<file path="config.mk">
export PLATFORM = sky130hd
export DESIGN_NAME = length_prefixed_packet_deframer_core
export DESIGN_NICKNAME = d
export VERILOG_FILES = /design/src/design/lpd_pkg.sv /design/src/design/lpd_cfg.sv /design/src/design/lpd_in_stage.sv /design/src/design/lpd_parse.sv /design/src/design/lpd_out_stage.sv /design/src/design/length_prefixed_packet_deframer_core.sv
export SDC_FILE = /design/constraint.sdc
export NUM_CORES = 1
export LEC_CHECK = 0
export BUFFER_PORTS_ARGS = -buffer_cell sky130_fd_sc_hd__buf_4
export CAP_MARGIN = 20
export CORE_MARGIN = 2
export CORE_UTILIZATION = 60
export CTS_CLUSTER_DIAMETER = 120
export CTS_CLUSTER_SIZE = 14
export DETAILED_ROUTE_END_ITERATION = 10
export PLACE_DENSITY_LB_ADDON = 0.12
export SYNTH_ARGS = -nofsm -noshare
export SYNTH_HDL_FRONTEND = slang
export SYNTH_SLANG_ARGS = --single-unit
</file>
<file path="constraint.sdc">
create_clock -name i_clk -period 4.1 [get_ports i_clk]
set_input_delay 0.41 -clock i_clk [delete_from_list [all_inputs] [get_ports i_clk]]
set_output_delay 0.41 -clock i_clk [all_outputs]
set_load 0.05 [all_outputs]
</file>
<file path="src/design/lpd_pkg.sv">
`default_nettype none
package lpd_pkg;

    // field widths
    localparam int unsigned BYTE_W    = 8;
    localparam int unsigned CFG_W     = 24;
    localparam int unsigned SIZE_W    = 24;
    localparam int unsigned TYPE_W    = 8;
    localparam int unsigned KIND_W    = 2;
    localparam int unsigned ERR_W     = 2;
    localparam int unsigned CFG_IDX_W = 2;

    // stream packing
    localparam int unsigned S_TDATA_W = 8;
    localparam int unsigned S_TUSER_W = 1;
    localparam int unsigned M_TDATA_W = 24;
    localparam int unsigned M_TUSER_W = 2;

    // length prefix size in bytes
    localparam int unsigned LENGTH_BYTES_DEF = 4;

    // register reset values
    localparam logic [CFG_W-1:0]  MAX_SIZE_RST = 24'd65536;
    localparam logic [CFG_W-1:0]  TIMEOUT_RST  = 24'd0;
    localparam logic [TYPE_W-1:0] MAX_TYPE_RST = 8'd8;

    // register indexes
    typedef enum logic [CFG_IDX_W-1:0] {
        CFG_MAX_SIZE = 2'd0,
        CFG_TIMEOUT  = 2'd1,
        CFG_MAX_TYPE = 2'd2
    } t_cfg_idx;

    // input beat kinds
    typedef enum logic {
        REQ_BYTE = 1'b0,
        REQ_TICK = 1'b1
    } t_req;

    // result kinds
    typedef enum logic [KIND_W-1:0] {
        KIND_DATA  = 2'd0,
        KIND_EMPTY = 2'd1,
        KIND_ERROR = 2'd2
    } t_kind;

    // error codes
    typedef enum logic [ERR_W-1:0] {
        ERR_LENGTH  = 2'd0,
        ERR_TYPE    = 2'd1,
        ERR_TIMEOUT = 2'd2
    } t_err;

    // parser phase, one-hot
    typedef enum logic [2:0] {
        PH_LENGTH  = 3'b001,
        PH_TYPE    = 3'b010,
        PH_PAYLOAD = 3'b100
    } t_phase;

    typedef struct packed {
        logic [SIZE_W-1:0] max_packet_size;
        logic [CFG_W-1:0]  idle_timeout_ticks;
        logic [TYPE_W-1:0] max_valid_type;
    } t_cfg;

    typedef struct packed {
        t_req              req_type;
        logic [BYTE_W-1:0] rx_byte;
    } t_item;

    typedef struct packed {
        t_kind             out_kind;
        logic [TYPE_W-1:0] packet_type;
        logic [BYTE_W-1:0] data_byte;
        logic              last;
        t_err              error_code;
    } t_result;

endpackage
`default_nettype wire

</file>
<file path="src/design/lpd_cfg.sv">
`default_nettype none
module lpd_cfg
    import lpd_pkg::*;
(
    input  wire logic                 i_clk,
    input  wire logic                 i_rst_n,
    input  wire logic                 i_cfg_we,
    input  wire logic [CFG_IDX_W-1:0] i_cfg_addr,
    input  wire logic [CFG_W-1:0]     i_cfg_wdata,
    output t_cfg                      o_cfg
);

    t_cfg r_cfg;

    // register writes, unknown indexes dropped
    always_ff @(posedge i_clk) begin
        if (!i_rst_n) begin
            r_cfg.max_packet_size    <= MAX_SIZE_RST;
            r_cfg.idle_timeout_ticks <= TIMEOUT_RST;
            r_cfg.max_valid_type     <= MAX_TYPE_RST;
        end else if (i_cfg_we) begin
            unique case (i_cfg_addr)
                CFG_MAX_SIZE: r_cfg.max_packet_size    <= i_cfg_wdata;
                CFG_TIMEOUT:  r_cfg.idle_timeout_ticks <= i_cfg_wdata;
                CFG_MAX_TYPE: r_cfg.max_valid_type     <= i_cfg_wdata[TYPE_W-1:0];
                default: ;
            endcase
        end
    end

    assign o_cfg = r_cfg;

endmodule
`default_nettype wire

</file>
<file path="src/design/lpd_in_stage.sv">
`default_nettype none
module lpd_in_stage
    import lpd_pkg::*;
(
    input  wire logic  i_clk,
    input  wire logic  i_rst_n,
    input  wire logic  i_valid,
    output logic       o_ready,
    input  wire t_item i_item,
    output logic       o_valid,
    input  wire logic  i_take,
    output t_item      o_item
);

    logic  r_valid;
    t_item r_item;

    assign o_ready = !r_valid || i_take;

    // input beat register
    always_ff @(posedge i_clk) begin
        if (!i_rst_n) begin
            r_valid <= 1'b0;
        end else if (o_ready) begin
            r_valid <= i_valid;
        end
    end

    always_ff @(posedge i_clk) begin
        if (o_ready && i_valid) begin
            r_item <= i_item;
        end
    end

    assign o_valid = r_valid;
    assign o_item  = r_item;

endmodule
`default_nettype wire

</file>
<file path="src/design/lpd_parse.sv">
`default_nettype none
module lpd_parse
    import lpd_pkg::*;
#(
    parameter int unsigned LENGTH_BYTES = LENGTH_BYTES_DEF
) (
    input  wire logic  i_clk,
    input  wire logic  i_rst_n,
    input  wire logic  i_fire,
    input  wire t_item i_item,
    input  wire t_cfg  i_cfg,
    output logic       o_res_valid,
    output t_result    o_res
);

    localparam int unsigned LW = 8 * LENGTH_BYTES;
    localparam int unsigned IW = (LENGTH_BYTES > 1) ? $clog2(LENGTH_BYTES) : 1;
    localparam int unsigned CW = (LW > SIZE_W) ? LW : SIZE_W;
    localparam logic [IW-1:0] IDX_LAST = IW'(LENGTH_BYTES - 1);

    t_phase            r_phase,  n_phase;
    logic [LW-1:0]     r_shift,  n_shift;
    logic [IW-1:0]     r_idx,    n_idx;
    logic [SIZE_W-1:0] r_rem,    n_rem;
    logic [TYPE_W-1:0] r_type,   n_type;
    logic              r_failed, n_failed;
    logic [CFG_W-1:0]  r_idle,   n_idle;

    logic [LW-1:0]     shift_in;
    logic [TYPE_W-1:0] rx;

    // little-endian length bytes shift in from the top
    assign rx       = i_item.rx_byte;
    assign shift_in = (r_shift >> 8) | (LW'(rx) << (8 * (LENGTH_BYTES - 1)));

    // next state and result for one beat
    always_comb begin
        n_phase     = r_phase;
        n_shift     = r_shift;
        n_idx       = r_idx;
        n_rem       = r_rem;
        n_type      = r_type;
        n_failed    = r_failed;
        n_idle      = r_idle;
        o_res_valid = 1'b0;
        o_res       = '0;
        if (!r_failed) begin
            if (i_item.req_type == REQ_BYTE) begin
                n_idle = i_cfg.idle_timeout_ticks;
                unique case (r_phase)
                    PH_LENGTH: begin
                        n_shift = shift_in;
                        n_idx   = r_idx + 1'b1;
                        if (r_idx == IDX_LAST) begin
                            n_idx = '0;
                            if (shift_in[LW-1] ||
                                (CW'(shift_in) > CW'(i_cfg.max_packet_size))) begin
                                n_failed          = 1'b1;
                                o_res_valid       = 1'b1;
                                o_res.out_kind    = KIND_ERROR;
                                o_res.error_code  = ERR_LENGTH;
                            end else begin
                                n_rem   = SIZE_W'(shift_in);
                                n_phase = PH_TYPE;
                            end
                        end
                    end
                    PH_TYPE: begin
                        n_type = rx;
                        if (rx > i_cfg.max_valid_type) begin
                            n_failed          = 1'b1;
                            o_res_valid       = 1'b1;
                            o_res.out_kind    = KIND_ERROR;
                            o_res.packet_type = rx;
                            o_res.error_code  = ERR_TYPE;
                        end else if (r_rem == '0) begin
                            n_phase           = PH_LENGTH;
                            o_res_valid       = 1'b1;
                            o_res.out_kind    = KIND_EMPTY;
                            o_res.packet_type = rx;
                            o_res.last        = 1'b1;
                        end else begin
                            n_phase = PH_PAYLOAD;
                        end
                    end
                    PH_PAYLOAD: begin
                        n_rem             = r_rem - 1'b1;
                        o_res_valid       = 1'b1;
                        o_res.out_kind    = KIND_DATA;
                        o_res.packet_type = r_type;
                        o_res.data_byte   = rx;
                        if (r_rem == SIZE_W'(1)) begin
                            o_res.last = 1'b1;
                            n_phase    = PH_LENGTH;
                        end
                    end
                    default: begin
                        n_phase = PH_LENGTH;
                    end
                endcase
            end else if (r_idle != '0) begin
                // idle timer runs down on ticks
                n_idle = r_idle - 1'b1;
                if (r_idle == CFG_W'(1)) begin
                    n_failed          = 1'b1;
                    o_res_valid       = 1'b1;
                    o_res.out_kind    = KIND_ERROR;
                    o_res.packet_type = (r_phase == PH_PAYLOAD) ? r_type : '0;
                    o_res.error_code  = ERR_TIMEOUT;
                end
            end
        end
    end

    // control state
    always_ff @(posedge i_clk) begin
        if (!i_rst_n) begin
            r_phase  <= PH_LENGTH;
            r_idx    <= '0;
            r_rem    <= '0;
            r_type   <= '0;
            r_failed <= 1'b0;
            r_idle   <= '0;
        end else if (i_fire) begin
            r_phase  <= n_phase;
            r_idx    <= n_idx;
            r_rem    <= n_rem;
            r_type   <= n_type;
            r_failed <= n_failed;
            r_idle   <= n_idle;
        end
    end

    // length shift register
    always_ff @(posedge i_clk) begin
        if (i_fire) begin
            r_shift <= n_shift;
        end
    end

endmodule
`default_nettype wire

</file>
<file path="src/design/lpd_out_stage.sv">
`default_nettype none
module lpd_out_stage
    import lpd_pkg::*;
(
    input  wire logic    i_clk,
    input  wire logic    i_rst_n,
    input  wire logic    i_load,
    input  wire t_result i_res,
    output logic         o_free,
    output logic         o_valid,
    input  wire logic    i_ready,
    output t_result      o_res
);

    logic    r_valid;
    t_result r_res;

    assign o_free = !r_valid || i_ready;

    // result register
    always_ff @(posedge i_clk) begin
        if (!i_rst_n) begin
            r_valid <= 1'b0;
        end else if (i_load) begin
            r_valid <= 1'b1;
        end else if (i_ready) begin
            r_valid <= 1'b0;
        end
    end

    always_ff @(posedge i_clk) begin
        if (i_load) begin
            r_res <= i_res;
        end
    end

    assign o_valid = r_valid;
    assign o_res   = r_res;

endmodule
`default_nettype wire

</file>
<file path="src/design/length_prefixed_packet_deframer_core.sv">
// a result beat passes the input register, then the result register, before it is presented
// throughput: one beat per cycle while the result register is free, input register -> parse logic -> result register
// input keeps flowing while a result waits, until both registers are full
// reset: synchronous active low; clears phase, counters, timer, error flag
// and restores register defaults; no clearing pass
`default_nettype none
module length_prefixed_packet_deframer_core
    import lpd_pkg::*;
#(
    parameter int unsigned LENGTH_BYTES = LENGTH_BYTES_DEF
) (
    input  wire logic                 i_clk,
    input  wire logic                 i_rst_n,
    input  wire logic                 s_axis_tvalid,
    output logic                      s_axis_tready,
    input  wire logic [S_TDATA_W-1:0] s_axis_tdata,   // [7:0] rx_byte
    input  wire logic [S_TUSER_W-1:0] s_axis_tuser,   // [0] req_type
    output logic                      m_axis_tvalid,
    input  wire logic                 m_axis_tready,
    output logic [M_TDATA_W-1:0]      m_axis_tdata,   // [7:0] packet_type, [15:8] data_byte,
                                                      // [17:16] error_code, [23:18] zero
    output logic [M_TUSER_W-1:0]      m_axis_tuser,   // [1:0] out_kind
    output logic                      m_axis_tlast,
    input  wire logic                 i_cfg_we,
    input  wire logic [CFG_IDX_W-1:0] i_cfg_addr,
    input  wire logic [CFG_W-1:0]     i_cfg_wdata
);

    t_cfg    cfg;
    t_item   s_item;
    t_item   q_item;
    t_result res;
    t_result out_res;
    logic    q_valid;
    logic    take;
    logic    out_free;
    logic    res_valid;

    assign s_item.req_type = t_req'(s_axis_tuser[0]);
    assign s_item.rx_byte  = s_axis_tdata[BYTE_W-1:0];

    lpd_cfg u_cfg (
        .i_clk       (i_clk),
        .i_rst_n     (i_rst_n),
        .i_cfg_we    (i_cfg_we),
        .i_cfg_addr  (i_cfg_addr),
        .i_cfg_wdata (i_cfg_wdata),
        .o_cfg       (cfg)
    );

    lpd_in_stage u_in (
        .i_clk   (i_clk),
        .i_rst_n (i_rst_n),
        .i_valid (s_axis_tvalid),
        .o_ready (s_axis_tready),
        .i_item  (s_item),
        .o_valid (q_valid),
        .i_take  (take),
        .o_item  (q_item)
    );

    // a held beat is processed whenever the result register can take it
    assign take = q_valid && out_free;

    lpd_parse #(
        .LENGTH_BYTES (LENGTH_BYTES)
    ) u_parse (
        .i_clk       (i_clk),
        .i_rst_n     (i_rst_n),
        .i_fire      (take),
        .i_item      (q_item),
        .i_cfg       (cfg),
        .o_res_valid (res_valid),
        .o_res       (res)
    );

    lpd_out_stage u_out (
        .i_clk   (i_clk),
        .i_rst_n (i_rst_n),
        .i_load  (take && res_valid),
        .i_res   (res),
        .o_free  (out_free),
        .o_valid (m_axis_tvalid),
        .i_ready (m_axis_tready),
        .o_res   (out_res)
    );

    // result beat packing
    assign m_axis_tdata = {6'b0, out_res.error_code, out_res.data_byte, out_res.packet_type};
    assign m_axis_tuser = out_res.out_kind;
    assign m_axis_tlast = out_res.last;

endmodule
`default_nettype wire

</file>
==> impl_metrics.ini, run 1 <==
[logic_synthesis]
postSynth.asyncResetShare = 0
syn_avg_cell_area_um2 = 8.80
yosysMostFrequentCell = nand2_1
syn_inst = 964
yosysSeqAreaShare = 0.474
yosysTopAreaCell = dfxtp_1
yosysUniqueCellTypes = 70
synth_top_area_share = 0.283
synth.area.top_cells = dfxtp_1 (28%), edfxtp_1 (19%), nand2_1 (7.3%)
synth-seq-cells = 174
synthFlopType = dfxtp_1
ys_warn_count = 0
syn-cell-area_um2 = 8490
ys_top_cells_by_count = nand2_1 (165), a21oi_1 (120), dfxtp_1 (120), nor2_1 (69), edfxtp_1 (54)
synth_edf_count = 54

[global_route]
antenna_found_initial = 0
use_met3 = 0.0600
grt-busiest-layer = met2
grt_pass1_vias = 6734
grt_util_met2 = 0.482
grt_pass1_wl_mm = 34.7
use_met1 = 0.398
grt_max_degree = 52
grt_usage = 0.303
grt_overflow = 0

[layout]
utilization = 0.700
syn2layout_area_growth_pct = 14.0
layout.nets = 1081
drive_gt1_frac = 0.139
antennaDiodeCount = 0

[die]
die_area_um2 = 15100
start_util = 0.614
io_pins = 69
rows = 43
core_area_um2 = 13800
die_h_um = 123
die_w_um = 123

[sta]
fmax_mhz = 320
holdWs_ps = 140
slew_viol_final = 0
finClkSkew_ps = 11.2
hold_violations = 0
layout_setup_ws_ps = 979
fin_tns_setup_ps = 0
rsz0062_at_grt = false
period_share = 0.761
setup_viol_count_final = 0
min_period_ps = 3120
tightest_slew_ps = 1060
slew-limit-headroom = 0.294

[critical_path]
reg2reg_from = u_parse.r_shift[19]$_DFFE_PP_
cp.required_ps = 4400
critPathMaxFanout = 48
cp-startpoint = u_parse.r_shift[19]$_DFFE_PP_
startpoint_type = flip-flop
arrival_ps = 3420
criticalPathCategory = flip-flop to flip-flop
crit_path_end_kind = flip-flop

[detailed_routing]
via_per_inst = 6.17
first_iter_violations = 826
wl_mm = 22.2
firstDrtPassIters = 5
final_antenna_net_count = 0
drc_errors = 0
wl_per_cell_um = 18.5
route.vias.total = 7383

[run_status]
status = finished clean

[cts]
cts_resized = 0
cts-root-buf = clkbuf_16
cts_num_sinks = 174
cts_made_buffers = 17
clk_pin_slew_worst_paths_ps = 70
cts_tree = done
cts_max_path_buffers = 2
cts_hold_buf = 0
post_cts_buffers = 0
htreeDepth = 4
clk_latency_ps = 440

[power_and_ir_drop]
power_density_nw_per_um2 = 407
power.static_leakage_nw = 3.64
intPower_mw = 2.88
ir_drop_v = 0.000377
clkPwrFrac = 0.423
comb_power_share = 0.103
p_switching_mw = 1.06
pwr-share-seq = 0.473
netSwitchingFraction = 0.270

[place]
port_buffers = 62
dp_hpwl_mm = 14.9
gp_congestion = 0.898
dp_slack_ps = 971

[hold_path]
hp-class = primary input to flip-flop
holdCritStartpoint = s_axis_tdata[4]

[job]
cap_violations = 0
cell type report:
cell class,count,area (µm²)
clock buffer,18,450
sequential,174,4020
inverter,44,165
fill,1077,4150
timing repair buffer,80,616
tap,180,225
clock inverter,14,155
multi-input combinational,687,4040
worst max-delay path: stages (launching register included):
cell and delay (ps):
edfxtp_1 430, ha_1 360, nand4_1 170, nor4_1 530, a21oi_1 140, and2_4 190, or4_4 770, a211oi_1 300
a211oi_1 80
final timing paths:
path / slack [ps] / depth (start not counted) / end
worst max register to register: 980 / 8 / u_parse.r_rem[1]$_SDFFE_PN0P_
worst min-delay path: 140 / 1 / u_in.o_item[4]$_DFFE_PP_
worst max-delay path: 980 / 8 / u_parse.r_rem[1]$_SDFFE_PN0P_
worst min register to register: 450 / 2 / u_cfg.o_cfg[31]$_SDFFE_PN0P_
state kept, by name (all words and copies together), names as in the netlist, 2 cells and up:
name and count:
u_out.o_res 21, u_parse.r_rem 24, u_cfg.o_cfg 56, u_parse.r_idx 2
u_in.o_item 9, u_parse.r_phase 3, u_parse.r_idle 24, u_parse.r_shift 24
u_parse.r_type 8
layout by cell type (no fill, tap or decap), drive strengths merged, types with 8 or more instances in the layout:
| master | instances |
|---|---|
| nor2 | 69 |
| clkbuf | 18 |
| dfxtp | 120 |
| nand2 | 165 |
| o211ai | 10 |
| nand4 | 11 |
| nor3 | 25 |
| nor4 | 17 |
| inv | 53 |
| o21ai | 29 |
| a31oi | 8 |
| mux2i | 10 |
| buf | 80 |
| nand3 | 24 |
| a22o | 8 |
| a211oi | 9 |
| nand2b | 8 |
| a21oi | 120 |
| o32ai | 9 |
| edfxtp | 54 |
| o31ai | 8 |
| ha | 37 |
| and3 | 12 |
routing by layer:
metal / vias to the layer above / part of all wire / wire, µm
met5: - / 0 / 0
met4: 0 / 0.037 / 821
met3: 56 / 0.075 / 1670
met2: 308 / 0.47 / 10400
met1: 3475 / 0.42 / 9290
li1: 3544 / - / -
cell families (layout without fill, tap and decap cells):
group / after synthesis / after routing / synth area share
muxes: 11 / 11 / 0.0131
and+or+nand+nor: 376 / 376 / 0.209
other: 1 / 6 / 0.000442
DFF: 174 / 174 / 0.474
AOI/OAI and AO/OA: 257 / 257 / 0.195
buffers and inverters: 108 / 156 / 0.0535
adders and majority gates: 37 / 37 / 0.0546
metrics by stage:
stage	cells	total power [mW]	cell area [µm²]
after detailed placement	1164	2.30	9050
after global routing	1197	4.08	9680
after global placement	1163	2.29	9040
after CTS	1196	3.95	9660
after floorplan	969	2.17	8500
final	1197	3.94	9680
power by group through the flow:
stage	logic [mW]	registers [mW]	clock network, mW
final	0.407	1.87	1.67
after global routing	0.448	1.87	1.76
after CTS	0.402	1.86	1.69
after detailed placement	0.396	1.90	0
after global placement	0.390	1.90	0
after floorplan	0.275	1.89	0
No activity file was read; power rests on OpenSTA's default activity.
==> run 2, diff against run 1 <==
ABC_AREA = 1   (was default)
clock period = 2.9 ns   (was 4.1 ns; I/O delays follow)
==> impl_metrics.ini, run 2 <==
[run_status]
status = finished clean

[die]
core_area_um2 = 14400
rows = 44
die_area_um2 = 15600
io_pins = 69
start_util = 0.609
die_h_um = 125
die_w_um = 125

[place]
port_buffers = 62
dp_hpwl_mm = 15.7
dp_slack_ps = 269
placed_cell_area_um2 = 9380
gp_congestion = 0.888

[critical_path]
critPathMaxFanout = 14
startpoint_type = flip-flop
criticalPathCategory = flip-flop to flip-flop
arrival_ps = 2820
cp.required_ps = 3060
reg2reg_depth = 13
crit_path_end_kind = flip-flop

[detailed_routing]
first_iter_violations = 627
wl_per_cell_um = 16.0
wl_mm = 21.9
drc_errors = 0
firstDrtPassIters = 6
final_antenna_net_count = 0
route.vias.total = 7593
via_per_inst = 5.55

[sta]
slew_viol_final = 0
rsz0062_at_grt = false
min_period_ps = 2660
slew-limit-headroom = 0.447
fmax_mhz = 376
finClkSkew_ps = 10.2
layout_setup_ws_ps = 243
period_share = 0.916
fin_tns_setup_ps = 0
tightest_slew_ps = 830
setup_viol_count_final = 0
hold_violations = 0
holdWs_ps = 20.5

[logic_synthesis]
yosysTopAreaCell = dfxtp_1
synth_simple_gate_area_share = 0.215
synth_top_family_by_area = simple AND/OR/NAND/NOR gates
synthAdderAreaFrac = 0.0527
synth.area.top_cells = dfxtp_1 (27%), edfxtp_1 (18%), o21ai_0 (7.4%)
syn_inst = 1119
synth_edf_count = 54
synth_top_area_share = 0.273
postSynth.asyncResetShare = 0
ys_top_cells_by_count = nand2_1 (162), nor2_1 (153), o21ai_0 (130), dfxtp_1 (120), inv_1 (120)
synthFlopType = dfxtp_1
yosysMostFrequentCell = nand2_1
synthXorXnorAreaFrac = 0.0189
ys_warn_count = 0
yosysSeqAreaShare = 0.458
synth_compound_area_frac = 0.170
yosysUniqueCellTypes = 47
syn_avg_cell_area_um2 = 7.85
muxShareOfSynthArea = 0
syn-cell-area_um2 = 8790
synth-seq-cells = 174

[global_route]
grt_max_degree = 95
grt_pass1_wl_mm = 35.5
antenna_found_initial = 0
grt_usage = 0.286
grt_overflow = 0
grt_pass1_vias = 7103

[cts]
cts-root-buf = clkbuf_16
clk_pin_slew_worst_paths_ps = 70
cts_made_buffers = 17
cts_num_sinks = 174
cts_tree = done
htreeDepth = 4
clk_latency_ps = 440
cts_hold_buf = 0
cts_resized = 0
cts_max_path_buffers = 2
post_cts_buffers = 0

[layout]
utilization = 0.691
syn2layout_area_growth_pct = 13.4
largest_reg_flops = 56
design_area_um2 = 9960
mostFrequentLayoutCell = nand2_1
layout.nets = 1247
drive_gt1_frac = 0.127
antennaDiodeCount = 0
layout_common_cells = nand2_1 (162), nor2_1 (152), o21ai_0 (130)

[job]
cap_violations = 0

[hold_path]
hp-class = primary input to flip-flop
hold_path_depth = 1

[power_and_ir_drop]
ir_drop_v = 0.000480
power.static_leakage_nw = 4.30
power_density_nw_per_um2 = 565
run 2: cells by family (layout without fill, tap and decap cells):
kind of cell / Yosys count / count (layout)
xor+xnor: 19 / 19
compound gates: 280 / 280
flops: 174 / 174
simple gates: 425 / 425
fa+ha+maj: 37 / 37
other cells: 1 / 6
buf+inv: 183 / 242
run 2: path summary, 6_finish.rpt:
check / startpoint / end / slack [ps]
max: u_parse.r_rem[0]$_SDFFE_PN0P_ / u_out.o_res[2]$_SDFFCE_PN0P_ / 240
min: s_axis_tdata[6] / u_in.o_item[6]$_DFFE_PP_ / 20
max reg2reg: u_parse.r_rem[0]$_SDFFE_PN0P_ / u_out.o_res[2]$_SDFFCE_PN0P_ / 240
min reg2reg: u_cfg.o_cfg[30]$_SDFFE_PN0P_ / u_cfg.o_cfg[30]$_SDFFE_PN0P_ / 460
run 2: power breakdown:
part | switching [mW] | internal (mW) | leakage (nW) | total, mW
Combinational | 0.434 | 0.240 | 2.53 | 0.675
Sequential | 0.0707 | 2.60 | 1.47 | 2.67
Clock | 1.12 | 1.16 | 0.292 | 2.28
run 2: cell type report:
class,count,area [µm²]
Clock buffer,17,425
Inverter,133,499
Timing Repair Buffer,77,591
Sequential cell,174,4020
Multi-Input combinational cell,767,4030
Clock inverter,15,161
Tap cell,184,230
Fill cell,1205,4460
run 2: critical path: stages, from the launching register on:
cell     delay (ps)
dfxtp_1         330
inv_1           160
ha_1            250
nand2_2         130
nor2_2          270
nand3_1         200
nand2_2         200
a21oi_1          90
nand2_1          70
nand2_1          70
nand2_1          70
nand2_1          70
inv_1           270
buf_12          190
run 2: through the flow:
step | std cells | total power [mW]
after global placement | 1335 | 3.37
after floorplan | 1124 | 3.19
after global routing | 1367 | 5.85
after detailed placement | 1335 | 3.38
final | 1367 | 5.63
after CTS | 1367 | 5.64
run 2: metal layers:
metal	track usage	share of wire	up-vias
met5	0	0	-
met4	0.127	0.036	0
met1	0.382	0.45	3458
met3	0.0582	0.056	63
li1	-	-	3823
met2	0.454	0.46	249
